File: config.mk
export PLATFORM = sky130hd
export DESIGN_NAME = ipv6c_ctrl
export DESIGN_NICKNAME = d
export VERILOG_FILES = /design/src/design/ipv6c_pkg.sv /design/src/design/ipv6c_ctrl.sv
export SDC_FILE = /design/constraint.sdc
export NUM_CORES = 1
export LEC_CHECK = 0
export BUFFER_PORTS_ARGS = -buffer_cell sky130_fd_sc_hd__buf_2
export CAP_MARGIN = 30
export CORE_AREA = 5 5 42 44
export CTS_BUF_LIST = sky130_fd_sc_hd__clkbuf_8
export DETAILED_ROUTE_END_ITERATION = 12
export DIE_AREA = 0 0 47 49
export SETUP_SLACK_MARGIN = 0.5
export SLEW_MARGIN = 40
export SYNTH_ARGS = -nofsm -noshare
export SYNTH_HDL_FRONTEND = slang
export SYNTH_SLANG_ARGS = --single-unit
File: constraint.sdc
create_clock -name i_clk -period 1.62 [get_ports i_clk]
set_input_delay 0.162 -clock i_clk [delete_from_list [all_inputs] [get_ports i_clk]]
set_output_delay 0.162 -clock i_clk [all_outputs]
set_load 0.03 [all_outputs]
File: src/design/ipv6c_pkg.sv
// Package for the IPv6 five-tuple mask classifier.
// Holds table sizes, field widths, codes and the controller/datapath structs.
// No dependencies.
`default_nettype none

package ipv6c_pkg;

    // Table geometry.
    localparam int RULES  = 1024;
    localparam int PARTS  = 5;
    localparam int IDX_W  = (RULES > 1) ? $clog2(RULES) : 1;
    localparam int SCAN_W = $clog2(RULES + 1);

    // Field widths fixed by the interface.
    localparam int CNT_W  = 11;
    localparam int MI_W   = 11;
    localparam int RI_W   = 10;
    localparam int PS_W   = 3;
    localparam int WORD_W = 64;

    localparam logic [31:0]     RULES_U    = 32'(RULES);
    localparam logic [MI_W-1:0] MISS_INDEX = RULES_U[MI_W-1:0];

    // Item kinds.
    localparam logic KIND_WRITE    = 1'b0;
    localparam logic KIND_CLASSIFY = 1'b1;

    // Rule part codes.
    localparam logic [PS_W-1:0] PART_TUPLE    = 3'd0;
    localparam logic [PS_W-1:0] PART_SRC_HIGH = 3'd1;
    localparam logic [PS_W-1:0] PART_SRC_LOW  = 3'd2;
    localparam logic [PS_W-1:0] PART_DST_HIGH = 3'd3;
    localparam logic [PS_W-1:0] PART_DST_LOW  = 3'd4;

    // Commands from the controller to the datapath.
    typedef struct packed {
        logic write;
        logic load_key;
        logic scan;
        logic capture;
        logic publish;
    } t_cmd;

    // Status from the datapath to the controller.
    typedef struct packed {
        logic limit_zero;
        logic cmp_valid;
        logic cmp_hit;
        logic cmp_last;
        logic out_free;
    } t_status;

endpackage

`default_nettype wire

File: src/design/ipv6c_ctrl.sv
// Controller of the IPv6 five-tuple mask classifier: accepts beats,
// sequences the rule scan and hands results to the output register.
// Depends on ipv6c_pkg.
`default_nettype none

module ipv6c_ctrl (
    input  wire logic               i_clk,
    input  wire logic               i_rst_n,
    input  wire logic               i_in_valid,
    input  wire logic               i_kind,
    output logic                    o_in_ready,
    input  wire ipv6c_pkg::t_status i_status,
    output ipv6c_pkg::t_cmd         o_cmd
);

    localparam logic [1:0] S_IDLE = 2'd0;
    localparam logic [1:0] S_SCAN = 2'd1;
    localparam logic [1:0] S_DONE = 2'd2;

    logic [1:0] r_state;
    logic [1:0] n_state;
    logic       in_fire;

    assign o_in_ready = (r_state == S_IDLE);
    assign in_fire    = i_in_valid && o_in_ready;

    // Next state and command decode.
    always_comb begin
        n_state = r_state;
        o_cmd   = '0;
        unique case (r_state)
            S_IDLE: begin
                o_cmd.write    = in_fire && (i_kind == ipv6c_pkg::KIND_WRITE);
                o_cmd.load_key = in_fire && (i_kind == ipv6c_pkg::KIND_CLASSIFY);
                if (o_cmd.load_key) begin
                    n_state = i_status.limit_zero ? S_DONE : S_SCAN;
                end
            end
            S_SCAN: begin
                o_cmd.scan    = 1'b1;
                o_cmd.capture = i_status.cmp_valid && i_status.cmp_hit;
                if (i_status.cmp_valid && (i_status.cmp_hit || i_status.cmp_last)) begin
                    n_state = S_DONE;
                end
            end
            S_DONE: begin
                o_cmd.publish = i_status.out_free;
                if (i_status.out_free) begin
                    n_state = S_IDLE;
                end
            end
            default: begin
                n_state = S_IDLE;
            end
        endcase
    end

    // State register.
    always_ff @(posedge i_clk) begin
        if (!i_rst_n) begin
            r_state <= S_IDLE;
        end else begin
            r_state <= n_state;
        end
    end

endmodule

`default_nettype wire

---- Yosys cells after proc, flatten, opt, wreduce, memory -nomap -nowiden ----
Index checks and enable logic that the tools add are counted.
storage, ports and cells
  register bits ........................... 2
  bits in latches ......................... 0
  memory bits (writable) .................. 0
  ROM bits ................................ 0
  input port bits ......................... 9
  output and inout bits ................... 6
  memories ................................ 0
cells by class
  add/sub/neg operators ................... 0
  multipliers ............................. 0
  div/mod/pow operators ................... 0
  $lt $le $gt $ge ......................... 0
  equal/unequal tests ..................... 5
  shift-type cells ........................ 0
  multiplexer cells ....................... 8
  bitwise logic cells ..................... 1
  reductions and logical operators ........ 8
operators with widths
  cell                                                                     number
  2-bit 2-to-1 mux                                                         6
  2-bit one-hot mux with 3 select lines                                    1
  1-bit logical AND                                                        5
  2-bit inequality test, second input constant                             2
  3-bit AND reduction                                                      1
  2-bit by 1-bit == test with 1-bit output, second input constant          1
  2-bit == test, second input constant                                     1
  2-bit logical NOT                                                        1
  2-bit by 1-bit inequality test with 1-bit output, second input constant  1
  1-bit logical OR                                                         1
  1-bit 2-to-1 mux                                                         1
  1-bit inverter                                                           1

---- Logic depth before layout (Yosys ltp) ----
Gate-level depths: netlist of the first run.
  depth in word-level cells ............... 5
  mapped depth ............................ 3
  gate-level depth less buffers ........... 3

---- Worst setup path before layout of the first run ----
No wires, ideal clock.
  kind .................................... register to output
  start point ............................. register r_state[1]
  end point ............................... output o_cmd[4] in the netlist's numbering
  arrival ................................. 1.315 ns
  data required time ...................... 1.458 ns
  slack ................................... 0.143 ns
  stages on the path, launching flop included .. 4
  buffers on the path ..................... 0
  cell sequence ........................... dfxtp_1 -> nor2_1 -> nand2_1 -> nor2_1
RTL lines
  item                    line              source
  from (decl)             ipv6c_ctrl.sv:20  logic [1:0] r_state;
  from (signal assigned)  ipv6c_ctrl.sv:63  r_state <= n_state;
  to (decl)               ipv6c_ctrl.sv:13  output ipv6c_pkg::t_cmd o_cmd

==> impl_metrics.ini, run 1 <==
[routing]
wl_met2_um = 178
drcViolationCount = 0
antenna_left = 0
vias = 193
dr_wl_met3_um = 65
routed_wl_um = 449
dr.pass1.iters = 4
highest_layer = met3
via_per_inst = 3.712
drt_iter0_drc = 3
avgRoutedWirePerCell_um = 8.635
route.layer.met1.wl_um = 205

[sta]
drv_slew = 0
layout_setup_ws_ps = 432.0
setup_tns_ps = 0
final-setup-viol-count = 0
period_share = 0.7333
clock_skew_ps = 0.4626
worst_slew_pin_slew_ps = 230.8
finalHoldViolations = 0
whs_ps = 171.4
rsz0062_at_grt = yes
min_period_ps = 1188
slew_headroom = 0.8445
clock.fmax_mhz = 841.8

[global_route]
grt_pass1_vias = 196
grt_max_degree = 7
grt_overflow = 0
grt_antenna_before_repair = 0
grt_pass1_wl_um = 683
grtUsageTotal = 0.04219

[synthesis]
syn-num-nets = 27
yosysWarnings = 0
synth_top_area_frac = 0.2581
synth_seq_cells = 2
synth_top_area_cell = dfxtp_1
synth_area_leaders = dfxtp_1 (26%), nand4bb_4 (18%), and3_1 (8.1%)
synthCells = 18
synth_area_per_cell_um2 = 8.619
synth_cell_types = 13
yosysSeqAreaShare = 0.2581
netlist_area_um2 = 155.1

[worst_hold_path]
hold_depth = 2
hp-start = i_rst_n
hold_class = primary input to flop
hold_path_end = r_state[1]

[clock_network]
cts_sinks = 2
hold_buffers = 0
cts_root_buf = clkbuf_8
clk_latency_ps = 200
cts_buffer_depth = 2
clkTransAtPathRegs_ps = 30
tritoncts.num_buffers = 3
cts_tree = done
htree_levels = 1

[power]
p_int_uw = 240.4
ir_drop_uv = 250.1
p_total_uw = 311.8
p_clk_frac = 0.608
p_leak_uw = 0.0001567
p_sw_uw = 71.44
combPwrFrac = 0.215
swShare = 0.2291
power_density_mw_per_mm2 = 880.7
seq_power_share = 0.177

[critical_path]
worstRegToRegCells = 4
cp_cell_sequence = nor2b_4 -> and3_4 -> buf_6
crit_type = flop to output port
crit_buf_inv = 1
cp_top_family = flip-flops
cp.required_ps = 1460
crit_slowest_cell = dfxtp_4
cp-end-kind = output port
regToRegEndpoint = r_state[0]
cp_data_arrival_time_ps = 1030
worstPathMaxFanout = 5
startpoint_type = flop
r2r_slack_ps = 560
reg2reg_from = r_state[1]
cpPeakStageDelay_ps = 360

[place]
dpl_cell_area_um2 = 266.5
routabilityCongestion = 0.6150
place_ws_ps = 559.8
portBuffers = 14

[cells_and_area]
n_antenna_cell = 0
reg.largest.list = r_state x2
final_cell_mix = buf_2 (10), buf_6 (4), clkbuf_8 (3)
largest_register = r_state
drive_gt1_frac = 0.7778
layout_commonest_cell = buf_2
areaGrowthSynthToFinish_pct = 128.2
largest_reg_flops = 2
num-fill-cells = 167
nets = 47
post-route-cell-area_um2 = 354.1

[die]
fp.dieH_um = 49
dieArea_mm2 = 0.002303
initial_core_util = 0.1107
ios = 15
die_w_um = 47
core_region_area_mm2 = 0.001401
row_count = 14

[job]
max_cap_violations = 0

[status]
run_status = complete, no violations
[layer usage]
metal | up-vias | GRT usage
li1 | 102 | -
met2 | 14 | 0.05656
met1 | 77 | 0.04595
met5 | - | 0
met3 | 0 | 0.01845
met4 | 0 | 0.04147
[synth_stat cells (all sizes together)]
library cell / n
nand2: 1
nand4bb: 1
o21a: 1
and3: 2
and2: 1
nor2: 2
dfxtp: 2
o21ai: 1
nor2b: 1
inv: 3
o32ai: 1
nor3b: 1
o2bb2ai: 1
[power by group through the flow]
stage               Clock, µW  Sequential (µW)  Combinational [µW]
finish                    190             55.2                67.0
global route              200             55.8                71.7
CTS                       197             55.3                65.5
detailed placement          0             57.6                57.4
global placement            0             57.4                57.0
floorplan                   0             56.9                35.7
[repair_timing]
| action | CTS | global route |
|---|---|---|
| pin swaps | 4 | 1 |
| gates resized for setup | 11 | 3 |
| endpoints found under the hold margin | 0 | 0 |
| setup endpoints to repair | 5 | 6 |
| buffers inserted | 1 | 0 |
[layout make-up]
cell class                      count  area [µm²]  share of cell area
Clock buffer                        3       41.29              0.1166
Timing Repair Buffer               15       102.6              0.2898
Sequential cell                     2       47.55              0.1343
Multi-Input combinational cell     13       131.4              0.3710
Tap cell                           16       20.02             0.05654
Inverter                            3       11.26             0.03180
[metrics by stage]
step | utilization | cells
after floorplan | - | 18
after global placement | 0.1902 | 48
after detailed placement | 0.1902 | 48
after CTS | 0.2446 | 52
after global routing | 0.2527 | 52
final | 0.2527 | 52
[worst register-to-register path: stages (launching register included)]
cell	delay (ps)
dfxtp_4	360
nand4bb_4	230
buf_4	150
o2bb2ai_1	130
and2_1	130
[worst max-delay path by stage]
| stage | startpoint | depth (start not counted) | to | slack [ps] |
|---|---|---|---|---|
| floorplan | r_state[1] | 3 | o_cmd[4] | 490 |
| global placement | r_state[1] | 3 | r_state[1] | 570 |
| detailed placement | r_state[0] | 3 | o_cmd[1] | 560 |
| CTS | r_state[0] | 3 | o_cmd[1] | 420 |
| global route | r_state[0] | 3 | o_cmd[1] | 400 |
| finish | r_state[0] | 3 | o_cmd[1] | 430 |
[kinds of logic (layout without fill, tap and decap cells)]
| logic type | after synthesis | after routing | synth area share |
|---|---|---|---|
| simple gates | 9 | 9 | 0.4759 |
| compound gates | 4 | 4 | 0.1936 |
| flops | 2 | 2 | 0.2581 |
| buf+inv | 3 | 21 | 0.07258 |
No activity file was read; power rests on OpenSTA's default activity.
==> inputs of run 2 (changes only) <==
- ABC_AREA: not set -> 1
- clock period: 1.62 -> 1.2 ns (I/O delays scaled with it)
==> run 2 against run 1 <==
Synthesized cell count rose by 50%; critical path depth rose by 1; routed wire length is 21% higher; hold slack got worse by 26 ps; core utilization is 4.8 points higher; largest power group unchanged; design area rose by 19%; critical endpoint is now o_cmd[3]; via count rose by 33%; first-iteration DRC count is 33% lower; die area unchanged; clock-buffer cell count did not move; sequential power rose by 62%.
==> impl_metrics.ini, run 2 <==
[sta]
rsz0062_at_grt = yes
period_share = 0.9177
clock_skew_ps = 1.804
clock.fmax_mhz = 908.1
setup_tns_ps = 0
final-setup-viol-count = 0
slew_headroom = 0.9019
worst_slew_pin_slew_ps = 146.0
drv_slew = 0
finalHoldViolations = 0
min_period_ps = 1101

[routing]
avgRoutedWirePerCell_um = 8.385
antenna_left = 0
drcViolationCount = 0
via_per_inst = 3.938
routed_wl_um = 545
drt_iter0_drc = 2
dr.pass1.iters = 4
vias = 256

[clock_network]
cts_root_buf = clkbuf_8
tritoncts.num_buffers = 3
cts_buffer_depth = 2
clk_latency_ps = 210
cts_tree = done
clkTransAtPathRegs_ps = 30
hold_buffers = 0
htree_levels = 1
cts_sinks = 2

[critical_path]
cp_cell_sequence = nor2_4 -> nand2_4 -> nor2_4 -> buf_6
cp_data_arrival_time_ps = 980
cp.required_ps = 1080
startpoint_type = flop
path_depth = 4
worstRegToRegCells = 6
worstPathMaxFanout = 3
cp-end-kind = output port
crit_buf_inv = 1
cpPeakStageDelay_ps = 350
cp_top_family = flip-flops
crit_type = flop to output port
crit_path_frequent_cell = nor2_4
crit_slowest_cell = dfxtp_4

[synthesis]
syn-num-nets = 36
synthArstFlopShare = 0
synth_top_area_cell = dfxtp_1
yosys-top-cells-count = nor2_1 (5), inv_1 (4), nand2_1 (4)
synth_area_leaders = dfxtp_1 (25%), nor2_1 (12%), inv_1 (9.3%)
synth_top_area_frac = 0.2481
netlist_area_um2 = 161.4
yosysSeqAreaShare = 0.2481
synth.most_common_cell = nor2_1
synth_cell_types = 12
synth-main-ff-cell = dfxtp_1
synth-edff-count = 0
yosysWarnings = 0
synth_area_per_cell_um2 = 5.978
synth_seq_cells = 2
synthCells = 27

[die]
die_w_um = 47
row_count = 14
initial_core_util = 0.1152
dieArea_mm2 = 0.002303
core_region_area_mm2 = 0.001401
ios = 15
fp.dieH_um = 49

[job]
max_cap_violations = 0

[global_route]
grtUsageTotal = 0.05762
grt_antenna_before_repair = 0
grt_overflow = 0
grt_pass1_wl_um = 959
grt_pass1_vias = 263
grt_max_degree = 7

[cells_and_area]
areaGrowthSynthToFinish_pct = 161.2
nets = 60
reg.largest.list = r_state x2
fin_util = 0.3009
largest_register = r_state
layout_commonest_cell = buf_2
drive_gt1_frac = 0.7143
n_antenna_cell = 0
largest_reg_flops = 2
final_cell_mix = buf_2 (8), buf_4 (6), nor2_4 (5), buf_6 (5), inv_1 (4)

[power]
p_leak_uw = 0.0001982
ir_drop_uv = 371.9
power_density_mw_per_mm2 = 1350

[worst_hold_path]
hold_class = primary input to flop
hold_depth = 3

[status]
run_status = complete, no violations

[place]
hpwl_um = 412.7
portBuffers = 14
routabilityCongestion = 0.5965
==> run 2: cell count changes in the layout (fill, tap and decap cells not counted), moves of 2 or more <==
cell and change:
nand2_1 +2, nor2_1 +2, a21oi_1 +2, buf_2 -2, inv_1 +2, buf_4 +5
nand4_1 +2, and3_4 -2, nor2_4 +4
==> run 2: repair_timing <==
action | 4_1_cts | 5_1_grt
hold endpoints to repair | 0 | 0
buffers inserted | 5 | 0
endpoints found under the setup margin | 8 | 8
resized for setup | 14 | 1
pin swaps | 5 | 2
==> run 2: worst register-to-register path, delay by kind of cell, from the launching register on <==
family | cells | cell delay (ps)
buf+inv | 2 | 250
flops | 1 | 380
simple gates | 2 | 150
compound gates | 2 | 170
==> run 2: metrics by stage <==
stage               power, µW  hold slack, ps  worst slack (ps)  cell area [µm²]  instances
finish                  569.1           145.4             98.81            421.7         65
global route            609.0           171.1             52.93            421.7         65
CTS                     575.5           148.4             88.87            419.2         65
detailed placement      248.3           367.8             210.2            299.0         57
global placement        247.2           361.4             219.6            299.0         57
floorplan               206.6           244.2             167.1            209.0         27
==> run 2: final cells by class <==
type,count,area [µm²]
Timing Repair Buffer,19,141.4
Sequential cell,2,47.55
Fill cell,162,979.7
Inverter,5,21.27
Tap cell,16,20.02
Multi-Input combinational cell,20,150.1
Clock buffer,3,41.29
==> run 2: final timing paths <==
path / start / endpoint / slack, ps
min reg2reg: r_state[1] / r_state[1] / 610
max reg2reg: r_state[1] / r_state[0] / 170
max: r_state[0] / o_cmd[3] / 100
min: i_rst_n / r_state[1] / 150
==> run 2: kinds of logic (layout without fill, tap and decap cells) <==
family	after synthesis	after routing	share of synthesized area
and+or+nand+nor	17	17	0.5193
buffers and inverters	5	27	0.1162
AOI/OAI and AO/OA	3	3	0.1163
DFF	2	2	0.2481
==> run 2: routing by layer <==
layer / global-route usage / vias up / share of wire
li1: - / 131 / -
met1: 0.05459 / 112 / 0.33
met2: 0.09502 / 11 / 0.53
met3: 0.01107 / 2 / 0.11
met4: 0.05530 / 0 / 0.020
met5: 0 / - / 0
==> run 2: where the power goes <==
part | total [µW] | switching, µW | internal (µW)
sequential | 89.5 | 14.2 | 75.4
clock | 263 | 50.9 | 212
combinational | 217 | 112 | 104
==> inputs of run 3 (changes only) <==
- CAP_MARGIN: 30 -> 20
- PLACE_DENSITY_LB_ADDON: not set -> 0.25
==> run 3 against run 2 <==
Sequential power up 1%; total power up 5.3%; sequential share of layout area down 0.39 points; highest routed layer unchanged.
==> impl_metrics.ini, run 3 (synthesis gave the netlist of run 2 again) <==
[power]
power_density_mw_per_mm2 = 1372
p_int_uw = 403.0
combPwrFrac = 0.399
p_leak_uw = 0.0001999
swShare = 0.3275
seq_power_share = 0.151
p_clk_frac = 0.450
p_sw_uw = 196.2
ir_drop_uv = 394.8

[cells_and_area]
n_antenna_cell = 0
layout_commonest_cell = buf_2
fin_util = 0.3116
largest_reg_flops = 2
multiInputGateArea_um2 = 161.4
nets = 60
largest_register = r_state
drive_gt1_frac = 0.7347
final_cell_mix = buf_2 (8), buf_6 (6), nor2_4 (5), buf_4 (5), inv_1 (4)
areaGrowthSynthToFinish_pct = 170.5
regArea_um2 = 47.55
num-fill-cells = 167
reg.largest.list = r_state x2

[global_route]
grt_pass1_wl_um = 910
grt_max_degree = 8
grt_antenna_before_repair = 0
grtUsageTotal = 0.05837
grt_overflow = 0
grt_pass1_vias = 261

[worst_hold_path]
hold_class = primary input to flop
hp-start = i_rst_n

[clock_network]
clk_latency_ps = 210
cts_buffer_depth = 2
hold_buffers = 0
htree_levels = 1
cts_root_buf = clkbuf_8
tritoncts.num_buffers = 3
cts_sinks = 2
cts_tree = done
clkTransAtPathRegs_ps = 30

[sta]
period_share = 0.9359
final-setup-viol-count = 0
setup_tns_ps = 0
worst_slew_pin_slew_ps = 236.3
drv_slew = 0
min_period_ps = 1123
slew_headroom = 0.8412
clock_skew_ps = 3.049
finalHoldViolations = 0
clock.fmax_mhz = 890.4
rsz0062_at_grt = yes

[routing]
via_per_inst = 4.046
routed_wl_um = 681
drt_iter0_drc = 0
antenna_left = 0
vias = 263
avgRoutedWirePerCell_um = 10.48
drcViolationCount = 0
dr.pass1.iters = 1

[die]
fp.dieH_um = 49
core_region_area_mm2 = 0.001401
row_count = 14
initial_core_util = 0.1152
dieArea_mm2 = 0.002303
ios = 15
die_w_um = 47

[critical_path]
worstPathMaxFanout = 3
reg2reg_from = r_state[0]
cp.required_ps = 1080
startpoint = r_state[0]
cp-end-kind = output port
startpoint_type = flop
crit_type = flop to output port
cp_data_arrival_time_ps = 1000

[status]
run_status = complete, no violations

[job]
max_cap_violations = 0

[place]
hpwl_um = 424.9
portBuffers = 14
routabilityCongestion = 0.6365
==> run 3: cell count changes in the layout (fill, tap and decap cells not counted) <==
cell,delta
a21oi_2,+1
a21oi_1,-1
buf_4,-1
o21ai_2,-1
o21ai_4,+1
buf_6,+1
==> run 3: routing by layer <==
| layer | track usage | vias up | wire length [µm] |
|---|---|---|---|
| met5 | 0 | - | 0 |
| met4 | 0.05530 | 0 | 52 |
| met3 | 0.03321 | 6 | 61 |
| met2 | 0.09050 | 12 | 378 |
| met1 | 0.04814 | 111 | 188 |
| li1 | - | 134 | - |
==> run 3: worst max-delay path: stages, from the launching register on <==
cell and delay [ps]:
dfxtp_4 350, nor2_4 150, nand2_4 80, nor2_4 80
buf_6 130
==> run 3: cell type report <==
type | instances | share of cell area
clock buffer | 3 | 0.09456
inverter | 5 | 0.04871
multi-input combinational | 20 | 0.3696
sequential | 2 | 0.1089
tap | 16 | 0.04585
timing repair buffer | 19 | 0.3324
==> run 3: power by group through the flow <==
stage | Sequential [µW] | Combinational, µW | Clock, µW
floorplan | 90.7 | 116 | 0
global placement | 93.1 | 155 | 0
detailed placement | 92.8 | 155 | 0
CTS | 90.0 | 219 | 275
global route | 92.6 | 256 | 279
finish | 90.5 | 239 | 269
==> run 3: what timing repair did <==
| item | 4_1_cts | 5_1_grt |
|---|---|---|
| gates resized for setup | 14 | 4 |
| buffers inserted | 5 | 0 |
| endpoints found under the setup margin | 8 | 8 |
| hold endpoints to repair | 0 | 0 |
| pin swaps | 4 | 3 |
==> run 3: path summary, 6_finish.rpt <==
check                                  end  slack (ps)  depth (start not counted)
worst max-delay path              o_cmd[3]          80                          4
worst min-delay path            r_state[1]         170                          3
worst max register to register  r_state[0]          90                          4
worst min register to register  r_state[1]         620                          2
==> run 3: stage by stage <==
stage	setup WS (ps)	instances	instance area, µm²	hold WS [ps]	power [µW]
global route	33.06	65	436.7	211.4	627.2
global placement	220.9	57	299.0	366.0	247.8
finish	76.93	65	436.7	170.9	599.2
CTS	67.30	65	419.2	142.6	583.4
floorplan	167.1	27	209.0	244.2	206.6
detailed placement	215.4	57	299.0	368.5	248.0
